$ cat src/sv/mtp_pkg.sv
package mtp_pkg;

  localparam int ALIGN_ELEMS    = 16;
  localparam int ALIGN_SHIFT    = $clog2(ALIGN_ELEMS);
  localparam int TILE_BLOCKS    = 256;
  localparam int TILE_SHIFT     = $clog2(TILE_BLOCKS);
  localparam int BLK_W          = 28;
  localparam int BITS_PER_STAGE = 4;
  localparam int DIV_STAGES     = BLK_W / BITS_PER_STAGE;

  typedef struct packed {
    logic             valid;
    logic [7:0]       cores;
    logic [7:0]       rem;
    logic [BLK_W-1:0] dvd;
  } div_t;

endpackage

$ cat src/sv/mtp_front.sv
module mtp_front (
  input  logic        clk,
  input  logic        rst_n,
  input  logic        adv,
  input  logic        in_take,
  input  logic [30:0] element_count,
  input  logic [7:0]  cores_avail,
  output mtp_pkg::div_t stage_o
);

  logic [31:0]               sum_c;
  logic [mtp_pkg::BLK_W-1:0] blocks_c;
  logic [mtp_pkg::BLK_W:0]   need_sum_c;
  logic [20:0]               need_c;
  logic [7:0]                avail_c;
  logic [7:0]                cores_c;
  mtp_pkg::div_t             stage_r;
  mtp_pkg::div_t             stage_nxt;

  always_comb begin
    sum_c      = {1'b0, element_count} + 32'(mtp_pkg::ALIGN_ELEMS - 1);
    blocks_c   = sum_c[31:mtp_pkg::ALIGN_SHIFT];
    need_sum_c = {1'b0, blocks_c} + 29'(mtp_pkg::TILE_BLOCKS - 1);
    need_c     = need_sum_c[mtp_pkg::BLK_W:mtp_pkg::TILE_SHIFT];
    avail_c    = (cores_avail == 8'd0) ? 8'd1 : cores_avail;
    if (blocks_c <= 28'(mtp_pkg::TILE_BLOCKS)) begin
      cores_c = 8'd1;
    end else if (need_c <= {13'd0, avail_c}) begin
      cores_c = need_c[7:0];
    end else begin
      cores_c = avail_c;
    end
    stage_nxt.valid = in_take;
    stage_nxt.cores = cores_c;
    stage_nxt.rem   = 8'd0;
    stage_nxt.dvd   = blocks_c;
  end

  always_ff @(posedge clk) begin
    if (!rst_n) begin
      stage_r.valid <= 1'b0;
    end else if (adv) begin
      stage_r.valid <= stage_nxt.valid;
    end
    if (adv) begin
      stage_r.cores <= stage_nxt.cores;
      stage_r.rem   <= stage_nxt.rem;
      stage_r.dvd   <= stage_nxt.dvd;
    end
  end

  assign stage_o = stage_r;

endmodule

$ cat src/sv/mtp_div_stage.sv
module mtp_div_stage (
  input  logic          clk,
  input  logic          rst_n,
  input  logic          adv,
  input  mtp_pkg::div_t stage_i,
  output mtp_pkg::div_t stage_o
);

  mtp_pkg::div_t stage_r;
  mtp_pkg::div_t stage_nxt;
  logic [8:0]    trial_c;

  always_comb begin
    stage_nxt = stage_i;
    trial_c   = 9'd0;
    for (int i = 0; i < mtp_pkg::BITS_PER_STAGE; i++) begin
      trial_c = {stage_nxt.rem, stage_nxt.dvd[mtp_pkg::BLK_W-1]};
      if (trial_c >= {1'b0, stage_nxt.cores}) begin
        trial_c = trial_c - {1'b0, stage_nxt.cores};
        stage_nxt.dvd = {stage_nxt.dvd[mtp_pkg::BLK_W-2:0], 1'b1};
      end else begin
        stage_nxt.dvd = {stage_nxt.dvd[mtp_pkg::BLK_W-2:0], 1'b0};
      end
      stage_nxt.rem = trial_c[7:0];
    end
  end

  always_ff @(posedge clk) begin
    if (!rst_n) begin
      stage_r.valid <= 1'b0;
    end else if (adv) begin
      stage_r.valid <= stage_nxt.valid;
    end
    if (adv) begin
      stage_r.cores <= stage_nxt.cores;
      stage_r.rem   <= stage_nxt.rem;
      stage_r.dvd   <= stage_nxt.dvd;
    end
  end

  assign stage_o = stage_r;

endmodule

$ cat src/sv/mtp_out.sv
module mtp_out (
  input  logic          clk,
  input  logic          rst_n,
  input  mtp_pkg::div_t stage_i,
  output logic          stall,
  output logic          out_strobe,
  output logic          out_split_mode,
  output logic [7:0]    out_cores_used,
  output logic [7:0]    out_group_cores,
  output logic [31:0]   out_core_length,
  output logic [20:0]   out_tile_count,
  output logic [12:0]   out_tile_elems,
  output logic [12:0]   out_final_tile_elems,
  output logic          out_is_last
);

  logic                      phase_r;
  logic                      phase_nxt;
  logic                      split_c;
  logic [mtp_pkg::BLK_W-1:0] blk_c;
  logic [19:0]               n_c;
  logic [7:0]                part_c;
  logic [8:0]                even_c;
  logic [20:0]               cnt_c;
  logic [12:0]               tlen_c;
  logic [12:0]               last_c;
  logic [7:0]                group_c;
  logic                      strobe_r;
  logic                      split_r;
  logic [7:0]                used_r;
  logic [7:0]                group_r;
  logic [31:0]               len_r;
  logic [20:0]               cnt_r;
  logic [12:0]               tlen_r;
  logic [12:0]               last_r;
  logic                      last_flag_r;

  always_comb begin
    split_c   = stage_i.rem != 8'd0;
    stall     = stage_i.valid && split_c && !phase_r;
    phase_nxt = stall;
    if (split_c && !phase_r) begin
      blk_c   = stage_i.dvd + 28'd1;
      group_c = stage_i.rem;
    end else if (split_c) begin
      blk_c   = stage_i.dvd;
      group_c = stage_i.cores - stage_i.rem;
    end else begin
      blk_c   = stage_i.dvd;
      group_c = stage_i.cores;
    end
    n_c    = blk_c[mtp_pkg::BLK_W-1:mtp_pkg::TILE_SHIFT];
    part_c = blk_c[mtp_pkg::TILE_SHIFT-1:0];
    even_c = ({1'b0, part_c} + 9'd1) & 9'h1FE;
    if (part_c == 8'd0 || n_c == 20'd0) begin
      cnt_c  = (n_c == 20'd0) ? 21'd1 : {1'b0, n_c};
      tlen_c = (n_c == 20'd0) ? {even_c, 4'b0} : 13'(mtp_pkg::TILE_BLOCKS
               * mtp_pkg::ALIGN_ELEMS);
      last_c = tlen_c;
    end else begin
      cnt_c  = {1'b0, n_c} + 21'd1;
      tlen_c = 13'(mtp_pkg::TILE_BLOCKS * mtp_pkg::ALIGN_ELEMS);
      last_c = {1'b0, part_c, 4'b0};
    end
  end

  always_ff @(posedge clk) begin
    if (!rst_n) begin
      phase_r  <= 1'b0;
      strobe_r <= 1'b0;
    end else begin
      phase_r  <= phase_nxt;
      strobe_r <= stage_i.valid;
    end
    split_r     <= split_c;
    used_r      <= stage_i.cores;
    group_r     <= group_c;
    len_r       <= {blk_c, 4'b0};
    cnt_r       <= cnt_c;
    tlen_r      <= tlen_c;
    last_r      <= last_c;
    last_flag_r <= !stall;
  end

  assign out_strobe           = strobe_r;
  assign out_split_mode       = split_r;
  assign out_cores_used       = used_r;
  assign out_group_cores      = group_r;
  assign out_core_length      = len_r;
  assign out_tile_count       = cnt_r;
  assign out_tile_elems       = tlen_r;
  assign out_final_tile_elems = last_r;
  assign out_is_last          = last_flag_r;

endmodule

$ cat src/sv/multicore_tile_partitioner.sv
// Channel  Handshake              Payload
// in       start, busy            in_element_count
// out      out_strobe             split_mode, cores, lengths, tiles, is_last
// cfg      cfg_valid, cfg_ready   cfg_cores_available
//
// An item passes one front stage, seven divider stages (four quotient bits
// each) and one output stage, each of them registered. Even splits sustain one
// item per cycle; a head and tail split holds the pipeline, with busy high,
// while the output stage registers the head result ahead of the tail result.
// Reset is synchronous and active low; it empties the pipeline and sets the
// core limit to eight. Results cannot be stalled by the receiver.
module multicore_tile_partitioner (
  input  logic        clk,
  input  logic        rst_n,
  input  logic        start,
  output logic        busy,
  input  logic [30:0] in_element_count,
  input  logic        cfg_valid,
  output logic        cfg_ready,
  input  logic [7:0]  cfg_cores_available,
  output logic        out_strobe,
  output logic        out_split_mode,
  output logic [7:0]  out_cores_used,
  output logic [7:0]  out_group_cores,
  output logic [31:0] out_core_length,
  output logic [20:0] out_tile_count,
  output logic [12:0] out_tile_elems,
  output logic [12:0] out_final_tile_elems,
  output logic        out_is_last
);

  logic          stall;
  logic          adv;
  logic [7:0]    cores_avail_r;
  mtp_pkg::div_t stages [mtp_pkg::DIV_STAGES+1];

  assign adv       = !stall;
  assign busy      = stall;
  assign cfg_ready = 1'b1;

  always_ff @(posedge clk) begin
    if (!rst_n) begin
      cores_avail_r <= 8'd8;
    end else if (cfg_valid && cfg_ready) begin
      cores_avail_r <= cfg_cores_available;
    end
  end

  mtp_front u_front (
    .clk           (clk),
    .rst_n         (rst_n),
    .adv           (adv),
    .in_take       (start && !busy),
    .element_count (in_element_count),
    .cores_avail   (cores_avail_r),
    .stage_o       (stages[0])
  );

  for (genvar g = 0; g < mtp_pkg::DIV_STAGES; g++) begin : g_div
    mtp_div_stage u_div (
      .clk     (clk),
      .rst_n   (rst_n),
      .adv     (adv),
      .stage_i (stages[g]),
      .stage_o (stages[g+1])
    );
  end

  mtp_out u_out (
    .clk                  (clk),
    .rst_n                (rst_n),
    .stage_i              (stages[mtp_pkg::DIV_STAGES]),
    .stall                (stall),
    .out_strobe           (out_strobe),
    .out_split_mode       (out_split_mode),
    .out_cores_used       (out_cores_used),
    .out_group_cores      (out_group_cores),
    .out_core_length      (out_core_length),
    .out_tile_count       (out_tile_count),
    .out_tile_elems       (out_tile_elems),
    .out_final_tile_elems (out_final_tile_elems),
    .out_is_last          (out_is_last)
  );

endmodule

$ cat config.mk
export PLATFORM = sky130hd
export DESIGN_NAME = multicore_tile_partitioner
export DESIGN_NICKNAME = d
export VERILOG_FILES = /design/src/sv/mtp_pkg.sv /design/src/sv/mtp_front.sv /design/src/sv/mtp_div_stage.sv /design/src/sv/mtp_out.sv /design/src/sv/multicore_tile_partitioner.sv
export SDC_FILE = /design/constraint.sdc
export NUM_CORES = 1
export LEC_CHECK = 0
export BUFFER_PORTS_ARGS = -buffer_cell sky130_fd_sc_hd__buf_2
export CORE_ASPECT_RATIO = 0.7
export CORE_MARGIN = 8
export CORE_UTILIZATION = 68
export CTS_CLUSTER_DIAMETER = 80
export DETAILED_ROUTE_END_ITERATION = 8
export PLACE_DENSITY_LB_ADDON = 0.2
export SYNTH_ARGS = -nofsm -noshare
export SYNTH_HDL_FRONTEND = slang
export SYNTH_HIERARCHICAL = 1
export SYNTH_SLANG_ARGS = --single-unit
$ cat constraint.sdc
create_clock -name clk -period 24.7 [get_ports clk]
set_input_delay 2.47 -clock clk [delete_from_list [all_inputs] [get_ports clk]]
set_output_delay 2.47 -clock clk [all_outputs]
set_load 0.05 [all_outputs]
==> impl_metrics.yaml <==
global_routing:
  grt_pass1_wl_mm: 106
  grt_use_total_pct: 26.4
  gr-total-overflow: 0
  antenna_found_initial: 5
  grt_pass1_vias: 20100
  grt_max_degree: 146
drt:
  viasPerCell: 6.28
  drtAntennaViolNets: 0
  vias: 20900
  finalWirelength_mm: 67.1
  initialDrtViolationCount: 2205
  drtPass1Iterations: 6
  wl_per_cell_um: 20.2
  drc: 0
synth:
  synth.most_common_cell: "edfxtp_1"
  synth_area_sq_mm: 0.0288
  ys_top_cells_by_area: "edfxtp_1 (36%), ha_1 (11%), dfxtp_1 (7.1%)"
  synth_common_cells: "edfxtp_1 (344), ha_1 (244), inv_1 (208)"
  synth_edf_count: 344
  yosysTopAreaCell: "edfxtp_1"
  syn_inst: 2606
  postSynth.asyncResetShare_pct: 0
  synth_top_area_share_pct: 35.9
  synth_flop_cell: "edfxtp_1"
  ys_ff_latch: 446
  syn_area_per_cell_sq_um: 11.0
  ys_types: 108
  ys_warn_count: 6
  yosysSeqAreaShare_pct: 43.0
place:
  place.gp.congestion: 0.936
  dp_hpwl_mm: 51.0
  io_buffers: 128
worst_setup_path:
  reg2reg_slack_ps: 14850
  cpPeakStageDelay_ps: 570
  cp_max_fo: 21
  critPathSlowestCell: "a21oi_2"
  worstSetupPathType: "reg -> reg"
  required_ps: 24950
  arrival_ps: 10100
  cp-start-kind: "flip-flop"
  critPathCaptureType: "flip-flop"
timing:
  finalCriticalPeriod_ps: 9850
  slew_violations: 0
  setup_viol: 0
  fin_skew_ps: 17.3
  period_share_pct: 39.9
  worstMarginPinSlew_ps: 1030
  max-slew-margin-rel_pct: 31.1
  fmax_mhz: 102
  tns_ps: 0
  final_hold_viol_count: 0
  rsz0062_at_grt: "no"
floorplan:
  rows: 63
  die_h_um: 188
  die_w_um: 262
  coreArea_sq_mm: 0.0420
  die_area_sq_mm: 0.0492
  start_util_pct: 68.4
  pin_count: 143
worst_hold_path:
  hp-class: "reg -> reg"
clocking:
  cts_tree: "done"
  cts_root_buf: "clkbuf_16"
  numClockSinks: 446
  cts_resized: 0
  hold_buffers: 0
  cts_buffers: 43
  htreeDepth: 2
  clockBufferDepth: 3
  cts_setup_buffers: 0
  clk_latency_ps: 550
  clk_pin_slew_ps: 60
cells_and_area:
  area_delta_synth_final_pct: 8.97
  drive_above_1_share_pct: 14.3
  fillCellCount: 2822
  fin_nets: 3054
run_status:
  run_status: "complete, no violations"
run:
  maxCapViolCount: 0
==> metrics by stage <==
stage / cells / cell area [sq um] / util [%] / setup slack, ps / hold slack (ps)
finish: 3325 / 31300 / 74.6 / 14850 / 413
global route: 3324 / 31300 / 74.6 / 14070 / 419
CTS: 3324 / 31300 / 74.6 / 14960 / 412
detailed placement: 3245 / 29800 / 70.9 / 15010 / 405
global placement: 3245 / 29800 / 70.9 / 15200 / 392
floorplan: 2625 / 28800 / - / 15450 / 371
==> path summary, 6_finish.rpt <==
check | start | endpoint | cells past startpoint
min reg2reg | g_div[0].u_div/stage_o[8] | g_div[1].u_div/stage_o[12] | 0
max reg2reg | g_div[4].u_div/stage_o[37] | g_div[5].u_div/stage_o[34] | 34
max | g_div[4].u_div/stage_o[37] | g_div[5].u_div/stage_o[34] | 34
min | g_div[0].u_div/stage_o[8] | g_div[1].u_div/stage_o[12] | 0
==> sequential cells by signal, indices dropped and copies added (netlist names) <==
register,count
cores_avail_r,8
g_div.u_div/stage_o,315
u_front/stage_o,37
u_out/out_core_length,28
u_out/out_cores_used,8
u_out/out_final_tile_elems,9
u_out/out_group_cores,8
u_out/out_is_last,1
u_out/out_split_mode,1
u_out/out_strobe,1
u_out/out_tile_count,21
u_out/out_tile_elems,8
u_out/phase_r,1
==> cells in the final DEF, fill, tap and decap left out, types with 8 or more instances in the layout <==
master / netlist / final
a211o_1: 17 / 17
a211oi_1: 33 / 33
a21o_1: 77 / 77
a21oi_1: 142 / 142
a21oi_2: 8 / 8
and2_1: 10 / 10
and3_1: 12 / 12
and4_1: 8 / 8
buf_2: 15 / 128
clkbuf_16: 0 / 50
conb_1: 3 / 22
dfxtp_1: 102 / 102
edfxtp_1: 344 / 344
fa_1: 29 / 29
ha_1: 244 / 244
inv_1: 208 / 208
mux2_2: 64 / 64
mux2_4: 43 / 43
mux2i_1: 61 / 61
nand2_1: 98 / 98
nand2b_1: 37 / 37
nand3_1: 61 / 61
nand3b_1: 11 / 11
nand4_1: 56 / 56
nor2_1: 155 / 155
nor2b_1: 49 / 49
nor3_1: 48 / 48
nor3b_1: 9 / 9
nor4_1: 22 / 21
o21a_1: 27 / 27
o21ai_0: 116 / 116
o21bai_1: 15 / 15
or3_1: 9 / 9
xnor2_1: 164 / 164
xor2_1: 53 / 53
==> cell families (layout without fill, tap and decap cells) <==
group                      count (synthesis)  in the layout  share of synthesized area, %
and+or+nand+nor                          643            643                          12.2
AOI/OAI and AO/OA                        569            569                          13.9
DFF                                      446            446                          43.0
buffers and inverters                    281            428                          4.36
adders and majority gates                273            273                          12.6
xor gates and xnor gates                 218            218                          6.67
muxes                                    173            173                          7.12
other                                      3             23                        0.0392
==> critical path: cells and delay by family (launching register included) <==
kind,cells,cell delay [ps]
flip-flops,1,520
AND/OR/NAND/NOR,6,1170
adder cells (fa/ha/maj),4,1210
AO/OA/AOI/OAI,17,4830
multiplexers,3,1040
buffers and inverters,4,770
==> layer usage <==
metal	vias to the layer above	global-route usage (%)	wire, um
met2	902	39.7	28800
met3	107	5.02	5940
met4	6	5.30	1130
met5	-	0	40
li1	9877	-	-
met1	9984	39.3	31200
==> cell type report <==
type | instances | area, sq um | area share (%)
Antenna cell | 1 | 2.50 | 0.00799
Clock buffer | 59 | 1340 | 4.26
Clock inverter | 20 | 219 | 0.699
Inverter | 216 | 831 | 2.65
Multi-Input combinational cell | 1898 | 15200 | 48.5
Sequential cell | 446 | 12400 | 39.5
Tap cell | 552 | 691 | 2.20
Timing Repair Buffer | 133 | 678 | 2.16
Power is left out: the tool's default activity adds up to more than one toggle a clock period on the data nets, which glitch-free logic cannot reach.
